--- config.mk ---
export PLATFORM = sky130hd
export DESIGN_NAME = temp_scratchpad_decoder_unit
export DESIGN_NICKNAME = d
export VERILOG_FILES = /design/src/rtl/stdec_pkg.sv /design/src/rtl/temp_scratchpad_decoder_unit.sv /design/src/rtl/stdec_frame.sv /design/src/rtl/stdec_scale.sv
export SDC_FILE = /design/constraint.sdc
export NUM_CORES = 1
export LEC_CHECK = 0
export BUFFER_PORTS_ARGS = -buffer_cell sky130_fd_sc_hd__buf_2
export CAP_MARGIN = 20
export CELL_PAD_IN_SITES_DETAIL_PLACEMENT = 2
export CELL_PAD_IN_SITES_GLOBAL_PLACEMENT = 2
export CORE_UTILIZATION = 41
export CTS_CLUSTER_DIAMETER = 30
export DETAILED_ROUTE_END_ITERATION = 10
export MAX_ROUTING_LAYER = met4
export PLACE_DENSITY_LB_ADDON = 0.3
export RECOVER_POWER = 50
export REMOVE_ABC_BUFFERS = 1
export SLEW_MARGIN = 20
export SYNTH_ARGS = -nofsm -noshare
export SYNTH_HDL_FRONTEND = slang
export SYNTH_HIERARCHICAL = 1
export SYNTH_SLANG_ARGS = --single-unit
--- constraint.sdc ---
create_clock -name clock -period 7.1 [get_ports clock]
set_clock_uncertainty 0.1 [all_clocks]
set_input_delay 0.355 -clock clock [delete_from_list [all_inputs] [get_ports clock]]
set_output_delay 0.355 -clock clock [all_outputs]
set_load 0.05 [all_outputs]
--- src/rtl/stdec_pkg.sv ---
`default_nettype none

package stdec_pkg;

   // Frame geometry: nine scratchpad bytes, byte 0 first.
   localparam int FRAME_BYTES = 9;
   localparam int IDX_W       = $clog2(FRAME_BYTES);
   localparam logic [IDX_W-1:0] LAST_POS = IDX_W'(FRAME_BYTES - 1);

   // Scratchpad positions that are kept for decoding.
   localparam logic [IDX_W-1:0] POS_TEMP_LOW     = IDX_W'(0);
   localparam logic [IDX_W-1:0] POS_TEMP_HIGH    = IDX_W'(1);
   localparam logic [IDX_W-1:0] POS_CONFIG       = IDX_W'(4);
   localparam logic [IDX_W-1:0] POS_COUNT_REMAIN = IDX_W'(6);
   localparam logic [IDX_W-1:0] POS_COUNT_PER_DEG = IDX_W'(7);

   localparam logic [7:0] FAMILY_OLD = 8'h10;
   localparam logic [7:0] CPD_FULL   = 8'h10;
   localparam logic [7:0] CRC_POLY   = 8'h8C;

   // Resolution field of the configuration byte.
   localparam logic [7:0] RES_BITS = 8'h60;
   localparam logic [7:0] RES_9    = 8'h00;
   localparam logic [7:0] RES_10   = 8'h20;
   localparam logic [7:0] RES_11   = 8'h40;

   localparam logic signed [15:0] SENT_ABSENT = -16'sd27315;
   localparam logic signed [15:0] SENT_CRC    = -16'sd27314;

   typedef enum logic [1:0] {
      STATUS_OK     = 2'd0,
      STATUS_CRC    = 2'd1,
      STATUS_ABSENT = 2'd2
   } status_type;

   typedef struct packed {
      logic [7:0] temp_low;
      logic [7:0] temp_high;
      logic [7:0] config_byte;
      logic [7:0] count_remain;
      logic [7:0] count_per_degree;
   } scratch_type;

   typedef struct packed {
      logic last;
      logic crc_ok;
   } frame_flags_type;

   // Dallas CRC-8, reflected form, one byte.
   function automatic logic [7:0] crc8_update(input logic [7:0] crc, input logic [7:0] b);
      logic [7:0] c;
      logic [7:0] d;
      logic       mix;
      c = crc;
      d = b;
      for (int i = 0; i < 8; i++) begin
         mix = c[0] ^ d[0];
         c   = c >> 1;
         if (mix) begin
            c = c ^ CRC_POLY;
         end
         d = d >> 1;
      end
      return c;
   endfunction

endpackage

`default_nettype wire

--- src/rtl/temp_scratchpad_decoder_unit.sv ---
// Scratchpad decoder for a 1-Wire temperature sensor.
// Input channel req_*: one item per scratchpad byte, nine items make a frame,
// byte 0 first. Each item also carries the sensor family code (sampled on the
// ninth byte) and an absent flag in req_tuser.
// Result channel rsp_*: one item per completed frame, giving the temperature
// in hundredths of a degree and a status code (0 valid, 1 CRC error with
// -27314, 2 no sensor with -27315). An item flagged absent yields a result of
// its own at once and leaves the frame state untouched.
// The ninth byte (or the absent item) is loaded into the input register when
// it is accepted and from there into the result register, which drives
// rsp_tvalid. Throughput is one item per cycle while no result waits on a
// stalled receiver, set by the combinational CRC-8 byte update in the frame stage.
// Reset clears the byte position and the running CRC, and empties both
// registers. When the receiver stalls, the result register holds its item and
// the input register still takes bytes that produce no result; a second
// result then waits in the input register and req_tready falls.
`default_nettype none

module temp_scratchpad_decoder_unit
   import stdec_pkg::*;
(
   input  wire logic        clock,
   input  wire logic        reset,
   input  wire logic        req_tvalid,
   output logic             req_tready,
   input  wire logic [15:0] req_tdata,   // [7:0] data_byte, [15:8] family_code
   input  wire logic        req_tuser,   // [0] sensor_absent
   output logic             rsp_tvalid,
   input  wire logic        rsp_tready,
   output logic [15:0]      rsp_tdata,   // [15:0] temp_centi
   output logic [1:0]       rsp_tuser    // [1:0] status
);

   logic              s1_valid_ff, s1_valid_in;
   logic [7:0]        s1_data_ff;
   logic [7:0]        s1_family_ff;
   logic              s1_absent_ff;

   logic              rsp_valid_ff, rsp_valid_in;
   logic [15:0]       rsp_temp_ff, rsp_temp_in;
   status_type        rsp_status_ff, rsp_status_in;

   frame_flags_type   flags;
   scratch_type       scratch;
   logic signed [15:0] decoded;

   logic s1_emit;
   logic out_free;
   logic s1_go;
   logic req_fire;

   assign s1_emit  = s1_absent_ff | flags.last;
   assign out_free = !rsp_valid_ff | rsp_tready;
   assign s1_go    = s1_valid_ff & (!s1_emit | out_free);
   assign req_tready = !s1_valid_ff | s1_go;
   assign req_fire = req_tvalid & req_tready;

   stdec_frame u_frame (
      .clock     (clock),
      .reset     (reset),
      .byte_en   (s1_go & !s1_absent_ff),
      .data_byte (s1_data_ff),
      .flags     (flags),
      .scratch   (scratch)
   );

   stdec_scale u_scale (
      .scratch     (scratch),
      .family_code (s1_family_ff),
      .temp_centi  (decoded)
   );

   always_comb begin
      s1_valid_in = s1_valid_ff;
      if (req_fire) begin
         s1_valid_in = 1'b1;
      end else if (s1_go) begin
         s1_valid_in = 1'b0;
      end
   end

   always_comb begin
      rsp_valid_in  = rsp_valid_ff;
      rsp_temp_in   = rsp_temp_ff;
      rsp_status_in = rsp_status_ff;
      if (s1_go && s1_emit) begin
         rsp_valid_in = 1'b1;
         if (s1_absent_ff) begin
            rsp_temp_in   = SENT_ABSENT;
            rsp_status_in = STATUS_ABSENT;
         end else if (flags.crc_ok) begin
            rsp_temp_in   = decoded;
            rsp_status_in = STATUS_OK;
         end else begin
            rsp_temp_in   = SENT_CRC;
            rsp_status_in = STATUS_CRC;
         end
      end else if (rsp_tready) begin
         rsp_valid_in = 1'b0;
      end
   end

   always_ff @(posedge clock) begin
      if (reset) begin
         s1_valid_ff  <= 1'b0;
         rsp_valid_ff <= 1'b0;
      end else begin
         s1_valid_ff  <= s1_valid_in;
         rsp_valid_ff <= rsp_valid_in;
      end
   end

   always_ff @(posedge clock) begin
      if (req_fire) begin
         s1_data_ff   <= req_tdata[7:0];
         s1_family_ff <= req_tdata[15:8];
         s1_absent_ff <= req_tuser;
      end
      rsp_temp_ff   <= rsp_temp_in;
      rsp_status_ff <= rsp_status_in;
   end

   assign rsp_tvalid = rsp_valid_ff;
   assign rsp_tdata  = rsp_temp_ff;
   assign rsp_tuser  = rsp_status_ff;

`ifndef SYNTHESIS
   a_emit_loads_result: assert property (@(posedge clock) disable iff (reset)
      (s1_go && s1_emit) |=> rsp_valid_ff)
      else $error("finished frame did not reach the result register");

   a_absent_sentinel: assert property (@(posedge clock) disable iff (reset)
      (rsp_valid_ff && rsp_status_ff == STATUS_ABSENT) |-> (rsp_temp_ff == SENT_ABSENT))
      else $error("no-sensor result carries the wrong value");

   a_crc_sentinel: assert property (@(posedge clock) disable iff (reset)
      (rsp_valid_ff && rsp_status_ff == STATUS_CRC) |-> (rsp_temp_ff == SENT_CRC))
      else $error("CRC error result carries the wrong value");
`endif

endmodule

`default_nettype wire

--- src/rtl/stdec_frame.sv ---
`default_nettype none

module stdec_frame
   import stdec_pkg::*;
(
   input  wire logic            clock,
   input  wire logic            reset,
   input  wire logic            byte_en,
   input  wire logic [7:0]      data_byte,
   output frame_flags_type      flags,
   output scratch_type          scratch
);

   logic [IDX_W-1:0] index_ff, index_in;
   logic [7:0]       crc_ff, crc_in;
   scratch_type      scratch_ff, scratch_in;

   assign flags.last   = (index_ff >= LAST_POS);
   assign flags.crc_ok = (crc_ff == data_byte);
   assign scratch      = scratch_ff;

   always_comb begin
      index_in   = index_ff;
      crc_in     = crc_ff;
      scratch_in = scratch_ff;
      if (byte_en) begin
         if (flags.last) begin
            index_in = '0;
            crc_in   = '0;
         end else begin
            case (index_ff)
               POS_TEMP_LOW:      scratch_in.temp_low         = data_byte;
               POS_TEMP_HIGH:     scratch_in.temp_high        = data_byte;
               POS_CONFIG:        scratch_in.config_byte      = data_byte;
               POS_COUNT_REMAIN:  scratch_in.count_remain     = data_byte;
               POS_COUNT_PER_DEG: scratch_in.count_per_degree = data_byte;
               default: ;
            endcase
            crc_in   = crc8_update(crc_ff, data_byte);
            index_in = index_ff + IDX_W'(1);
         end
      end
   end

   always_ff @(posedge clock) begin
      if (reset) begin
         index_ff <= '0;
         crc_ff   <= '0;
      end else begin
         index_ff <= index_in;
         crc_ff   <= crc_in;
      end
   end

   always_ff @(posedge clock) begin
      scratch_ff <= scratch_in;
   end

endmodule

`default_nettype wire

--- src/rtl/stdec_scale.sv ---
`default_nettype none

module stdec_scale
   import stdec_pkg::*;
(
   input  wire scratch_type         scratch,
   input  wire logic [7:0]          family_code,
   output logic signed [15:0]       temp_centi
);

   logic [15:0]        raw;
   logic [15:0]        old_raw;
   logic [15:0]        dec_raw;
   logic signed [23:0] prod;
   logic signed [23:0] biased;
   logic signed [23:0] quot;

   assign raw = {scratch.temp_high, scratch.temp_low};

   always_comb begin
      old_raw = {raw[12:0], 3'b000};
      if (scratch.count_per_degree == CPD_FULL) begin
         old_raw = {old_raw[15:4], 4'b0000} + 16'd12 - {8'd0, scratch.count_remain};
      end
      if (family_code == FAMILY_OLD) begin
         dec_raw = old_raw;
      end else begin
         case (scratch.config_byte & RES_BITS)
            RES_9:   dec_raw = raw & 16'hFFF8;
            RES_10:  dec_raw = raw & 16'hFFFC;
            RES_11:  dec_raw = raw & 16'hFFFE;
            default: dec_raw = raw;
         endcase
      end
   end

   // Multiply by 100, then divide by 16 rounding toward zero.
   assign prod       = $signed({{8{dec_raw[15]}}, dec_raw}) * 24'sd100;
   assign biased     = prod + (prod[23] ? 24'sd15 : 24'sd0);
   assign quot       = biased >>> 4;
   assign temp_centi = quot[15:0];

endmodule

`default_nettype wire

==> reports/qor.txt, run 1 <==
status - complete, no violations
# fillers - 1436
setup bufs post-CTS - 0
Die Width - 121 microns
gr ovfl total - 0
Max Slew Vio Count - 0
Setup Total Neg Slack - 0 ps
Worst Path Buf+Inv - 4
worst slew pin tran - 1090 ps
vias per cell - 5.46
CP max stage delay - 570 ps
met2 Use GR - 44.1%
Worst EP arrival - 6660 ps
PortBufs - 40
DR DRC count - 0
Worst setup EP type - flip-flop
Setup Slack @ Placement - 117 ps
cells along the critical path - or4b_4 -> nor2_1 -> a2bb2oi_2 -> clkinv_1 -> ha_1 -> inv_1 -> fa_1 -> inv_1 -> ha_1 -> ha_1 -> inv_1 -> fa_1 -> nor2b_1 -> o2111ai_1 -> a31oi_1 -> a211oi_1 -> xor2_2 -> ha_1 -> a31oi_4 -> and3b_1 -> xor2_1 -> and2_4
layout cells sized above 1 - 10.6%
CTS buffer count - 9
drt wl/cell - 20.7 microns
Crit path max-delay family - adder cells
grt met1 use - 27.3%
# Max-Cap Violations - 0
Rel. slew slack - 27.6%
power density over the cells - 193 mW/mm^2
die area - 0.0145 sq mm
CP max FO - 16
most frequent cells in the layout - edfxtp_1 (69), ha_1 (63), nor2_1 (43)
busiest grt layer - met2
Worst-Skew Late Latency - 350 ps
Max Buffers Root-to-Sink - 2
commonest non-fill, non-tap cell in the layout - edfxtp_1
DR vias - 4151
CP Class - flip-flop to flip-flop
final core occ - 48.0%
area grow syn2layout - 12.0%
slowest CP cell - or4b_4
dpl hpwl - 11800 microns
worst setup margin - 442 ps
diode count - 0
DRT Pass-1 Iters - 4
initial antenna violation count - 0
io pins - 41
largest net degree at the start of global routing - 32
fin crit period - 6660 ps
worst hold path class - primary input to flip-flop
Cells after Synth - 531
Worst Hold Slack - 80.2 ps
CTS tree - done
CTS Sinks - 83
GRT Total Usage - 24.1%
CTS Hold Bufs - 0
Hold Fails Final Rpt - 0
root buf cell - clkbuf_16
number of global-route vias before repair - 4711
number of instances in the placed design - 744
synthesized area - 0.00577 sq mm
unrepaired setup endpoints after global routing - false
Initial DRC Count - 214
fin area - 0.00646 sq mm
total core area - 0.0135 sq mm
leak pwr - 2.65 nW
post-route ant nets - 0
YS warnings - 6
Worst-path clk slew - 70 ps
grt met3 use - 3.63%
Final nets - 669
Sequential Area - 0.00235 sq mm
RePlAce Congestion - 0.774
syn avg cell area - 10.9 sq um
post-route insts no fill - 760
Starting Density - 42.9%
Rows - 42
IR drop worst, VDD - 175 uV
critical path startpoint category - flip-flop
cell mode on critical path - ha_1
area of the multi-input gates - 0.00322 sq mm
fmax - 150 MHz
# setup viols final - 0
final wirelength - 15800 microns
Post-DP Area - 0.00619 sq mm
# H-tree levels - 3
Power, Total - 1.25 mW
Chip Height - 121 microns
CP Data Required Time - 7100 ps
Final Cycle Share - 93.8%
first-pass GRT wire length - 25700 microns
==> metal layers <==
| metal | vias up | share of wire, % | routed length [microns] |
|---|---|---|---|
| met5 | - | 0 | 0 |
| met4 | 0 | 1.9 | 295 |
| met3 | 17 | 2.3 | 357 |
| met2 | 59 | 53 | 8300 |
| met1 | 2063 | 43 | 6800 |
| li1 | 2012 | - | - |
==> flip-flops by register name (all words and copies together), names as in the netlist <==
signal	count
rsp_tuser	2
s1_data_ff	8
rsp_tdata	16
u_frame/index_ff	4
s1_valid_ff	1
s1_family_ff	8
rsp_tvalid	1
u_frame/crc_ff	8
s1_absent_ff	1
u_frame/scratch	34
==> path summary, 6_finish.rpt <==
kind / start / to / slack (ps) / cells past startpoint
hold reg to reg: u_frame/index_ff[1] / u_frame/index_ff[3] / 440 / 2
setup / recovery: s1_family_ff[5] / rsp_tdata[14] / 440 / 22
setup reg to reg: s1_family_ff[5] / rsp_tdata[14] / 440 / 22
hold / removal: req_tdata[9] / s1_family_ff[1] / 80 / 1
==> power breakdown <==
part	total, mW	internal, mW	switching, mW
clock network	0.465	0.269	0.196
registers	0.560	0.543	0.0167
logic	0.223	0.0985	0.124
total	1.25	0.910	0.338
==> repair_timing <==
item	in CTS	in global routing
resized for setup	0	1
setup endpoints to repair	0	16
endpoints found under the hold margin	0	0
==> layout make-up <==
class	instances	share of cell area, %
Multi-Input combinational cell	398	49.9
Clock buffer	13	4.21
Timing Repair Buffer	47	3.45
Tap cell	176	3.41
Sequential cell	83	36.4
Clock inverter	3	0.310
Inverter	40	2.33
(Power assumes the default switching activity.)
==> inputs of run 2 (changes only) <==
--- a/config.mk
+++ b/config.mk
@@ -10,11 +10,12 @@
 export CELL_PAD_IN_SITES_DETAIL_PLACEMENT = 2
 export CELL_PAD_IN_SITES_GLOBAL_PLACEMENT = 2
 export CORE_UTILIZATION = 41
+export CTS_BUF_LIST = sky130_fd_sc_hd__clkbuf_16
 export CTS_CLUSTER_DIAMETER = 30
 export DETAILED_ROUTE_END_ITERATION = 10
 export MAX_ROUTING_LAYER = met4
 export PLACE_DENSITY_LB_ADDON = 0.3
-export RECOVER_POWER = 50
+export RECOVER_POWER = 25
 export REMOVE_ABC_BUFFERS = 1
 export SLEW_MARGIN = 20
 export SYNTH_ARGS = -nofsm -noshare
==> reports/qor.txt, run 2 (synthesis gave the netlist of run 1 again) <==
status - complete, no violations
CP Data Required Time - 7110 ps (about the same)
Final Cycle Share - 93.9% (+0.16 points)
Reg-to-Reg Start - s1_family_ff[5]
Hold Path Sink - s1_family_ff[1]
# H-tree levels - 3 (unchanged)
# Max-Cap Violations - 0 (unchanged)
Max Buffers Root-to-Sink - 2 (unchanged)
CP Class - flip-flop to flip-flop
# fillers - 1423 (-0.91%)
dpl hpwl - 11800 microns (unchanged)
number of instances in the placed design - 744 (unchanged)
post-route ant nets - 0 (unchanged)
CTS Sinks - 83 (unchanged)
post-route insts no fill - 760 (unchanged)
GRT Total Usage - 23.2% (-0.92 points)
root buf cell - clkbuf_16
gr ovfl total - 0 (unchanged)
r2r worst-path depth - 22 (unchanged)
leak pwr - 2.72 nW (+2.5%)
commonest non-fill, non-tap cell in the layout - edfxtp_1
power density over the cells - 189 mW/mm^2 (-2.1%)
final wirelength - 15200 microns (-3.6%)
worst hold path class - primary input to flip-flop
Critical R2R Capture - rsp_tdata[14]
# setup viols final - 0 (unchanged)
Worst setup EP type - flip-flop
CTS tree - done
CTS buffer count - 9 (unchanged)
fin crit period - 6670 ps (+11.6 ps)
slowest CP cell - or4b_4
vias per cell - 5.43 (-0.55%)
hold_sp - req_tdata[9]
unrepaired setup endpoints after global routing - false
total core area - 0.0135 sq mm (unchanged)
Worst-Skew Late Latency - 350 ps (about the same)
Rows - 42 (unchanged)
Sequential Area - 0.00235 sq mm (unchanged)
Register-to-Register Setup Slack - 430 ps (about the same)
Die Width - 121 microns (unchanged)
diode count - 0 (unchanged)
Max Slew Vio Count - 0 (unchanged)
IR drop worst, VDD - 143 uV (-18%)
drt wl/cell - 20.0 microns (-3.6%)
Crit path max-delay family - adder cells
DR vias - 4128 (-0.55%)
DR DRC count - 0 (unchanged)
Chip Height - 121 microns (unchanged)
CTS Hold Bufs - 0 (unchanged)
die area - 0.0145 sq mm (unchanged)
max reg flops - 34 (unchanged)
largest net degree at the start of global routing - 32 (unchanged)
CP max stage delay - 570 ps (about the same)
layout cells sized above 1 - 14.0% (+3.4 points)
area of the multi-input gates - 0.00322 sq mm (+0.12%)
critical path startpoint category - flip-flop
setup bufs post-CTS - 0 (unchanged)
worst slew pin tran - 795 ps (-291 ps)
Starting Density - 42.9% (unchanged)
Rel. slew slack - 45.6% (+18 points)
cells along the critical path - or4b_4 -> nor2_1 -> a2bb2oi_2 -> clkinv_1 -> ha_1 -> inv_1 -> fa_1 -> inv_1 -> ha_1 -> ha_1 -> inv_1 -> fa_1 -> nor2b_1 -> o2111ai_1 -> a31oi_1 -> a211oi_1 -> xor2_2 -> ha_1 -> a31oi_4 -> and3b_1 -> xor2_1 -> and2_4
Setup Total Neg Slack - 0 ps (unchanged)
cell mode on critical path - ha_1
Worst EP arrival - 6680 ps (+20 ps)
Initial DRC Count - 151 (-29%)
first-pass GRT wire length - 24900 microns (-3.1%)
Hold Fails Final Rpt - 0 (unchanged)
most frequent cells in the layout - edfxtp_1 (69), ha_1 (63), nor2_1 (43)
CP max FO - 16 (unchanged)
fmax - 150 MHz (-0.17%)
Worst Path Buf+Inv - 4 (unchanged)
initial antenna violation count - 0 (unchanged)
hold path cells - 1 (unchanged)
Worst-path clk slew - 60 ps (about the same)
number of global-route vias before repair - 4679 (-0.68%)
Final nets - 669 (unchanged)
io pins - 41 (unchanged)
area grow syn2layout - 12.3%
RePlAce Congestion - 0.774 (unchanged)
DRT Pass-1 Iters - 4 (unchanged)
PortBufs - 40 (unchanged)
[run 2: stage by stage]
stage | worst slack (ps) | hold WS [ps] | total power, mW | util, % | area (sq um)
2_1_floorplan | 1060 | 324 | 0.729 | - | 5710
3_3_place_gp | 559 | 407 | 0.774 | 46.0 | 6190
3_5_place_dp | 117 | 424 | 0.790 | 46.0 | 6190
4_1_cts | 87.7 | 69.5 | 1.24 | 48.1 | 6470
5_1_grt | 75.4 | 67.4 | 1.27 | 48.1 | 6480
6_report | 430 | 77.8 | 1.23 | 48.1 | 6480
[run 2: cell type report]
| type | instances | share of cell area (%) |
|---|---|---|
| Clock inverter | 6 | 0.483 |
| Clock buffer | 10 | 3.86 |
| Multi-Input combinational cell | 398 | 49.8 |
| Inverter | 40 | 2.32 |
| Timing Repair Buffer | 47 | 3.86 |
| Sequential cell | 83 | 36.3 |
| Tap cell | 176 | 3.40 |
[run 2: where the power goes]
group	switching (mW)	total, mW	internal, mW
logic	0.123	0.222	0.0994
registers	0.0162	0.559	0.543
clock network	0.190	0.445	0.255
[run 2: what timing repair did]
| item | in CTS | in global routing |
|---|---|---|
| setup endpoints to repair | 0 | 16 |
| hold endpoints to repair | 0 | 0 |
| gates resized for setup | 0 | 1 |
[run 2: worst max path at each step]
| stage | from | endpoint | slack, ps | cells after the start |
|---|---|---|---|---|
| 2_1_floorplan | s1_family_ff[4] | rsp_tdata[14] | 1060 | 23 |
| 3_3_place_gp | s1_family_ff[5] | rsp_tdata[14] | 560 | 22 |
| 3_5_place_dp | s1_family_ff[1] | rsp_tdata[14] | 120 | 22 |
| 4_1_cts | s1_family_ff[5] | rsp_tdata[14] | 90 | 22 |
| 5_1_grt | s1_family_ff[5] | rsp_tdata[14] | 80 | 22 |
| 6_report | s1_family_ff[5] | rsp_tdata[14] | 430 | 22 |
[run 2: metal layers]
layer | track usage (%) | wire length, microns | vias to the layer above
met5 | - | 0 | -
met4 | 6.02 | 178 | 0
met3 | 2.97 | 287 | 11
met2 | 42.8 | 8120 | 50
met1 | 26.4 | 6610 | 2055
li1 | - | - | 2012
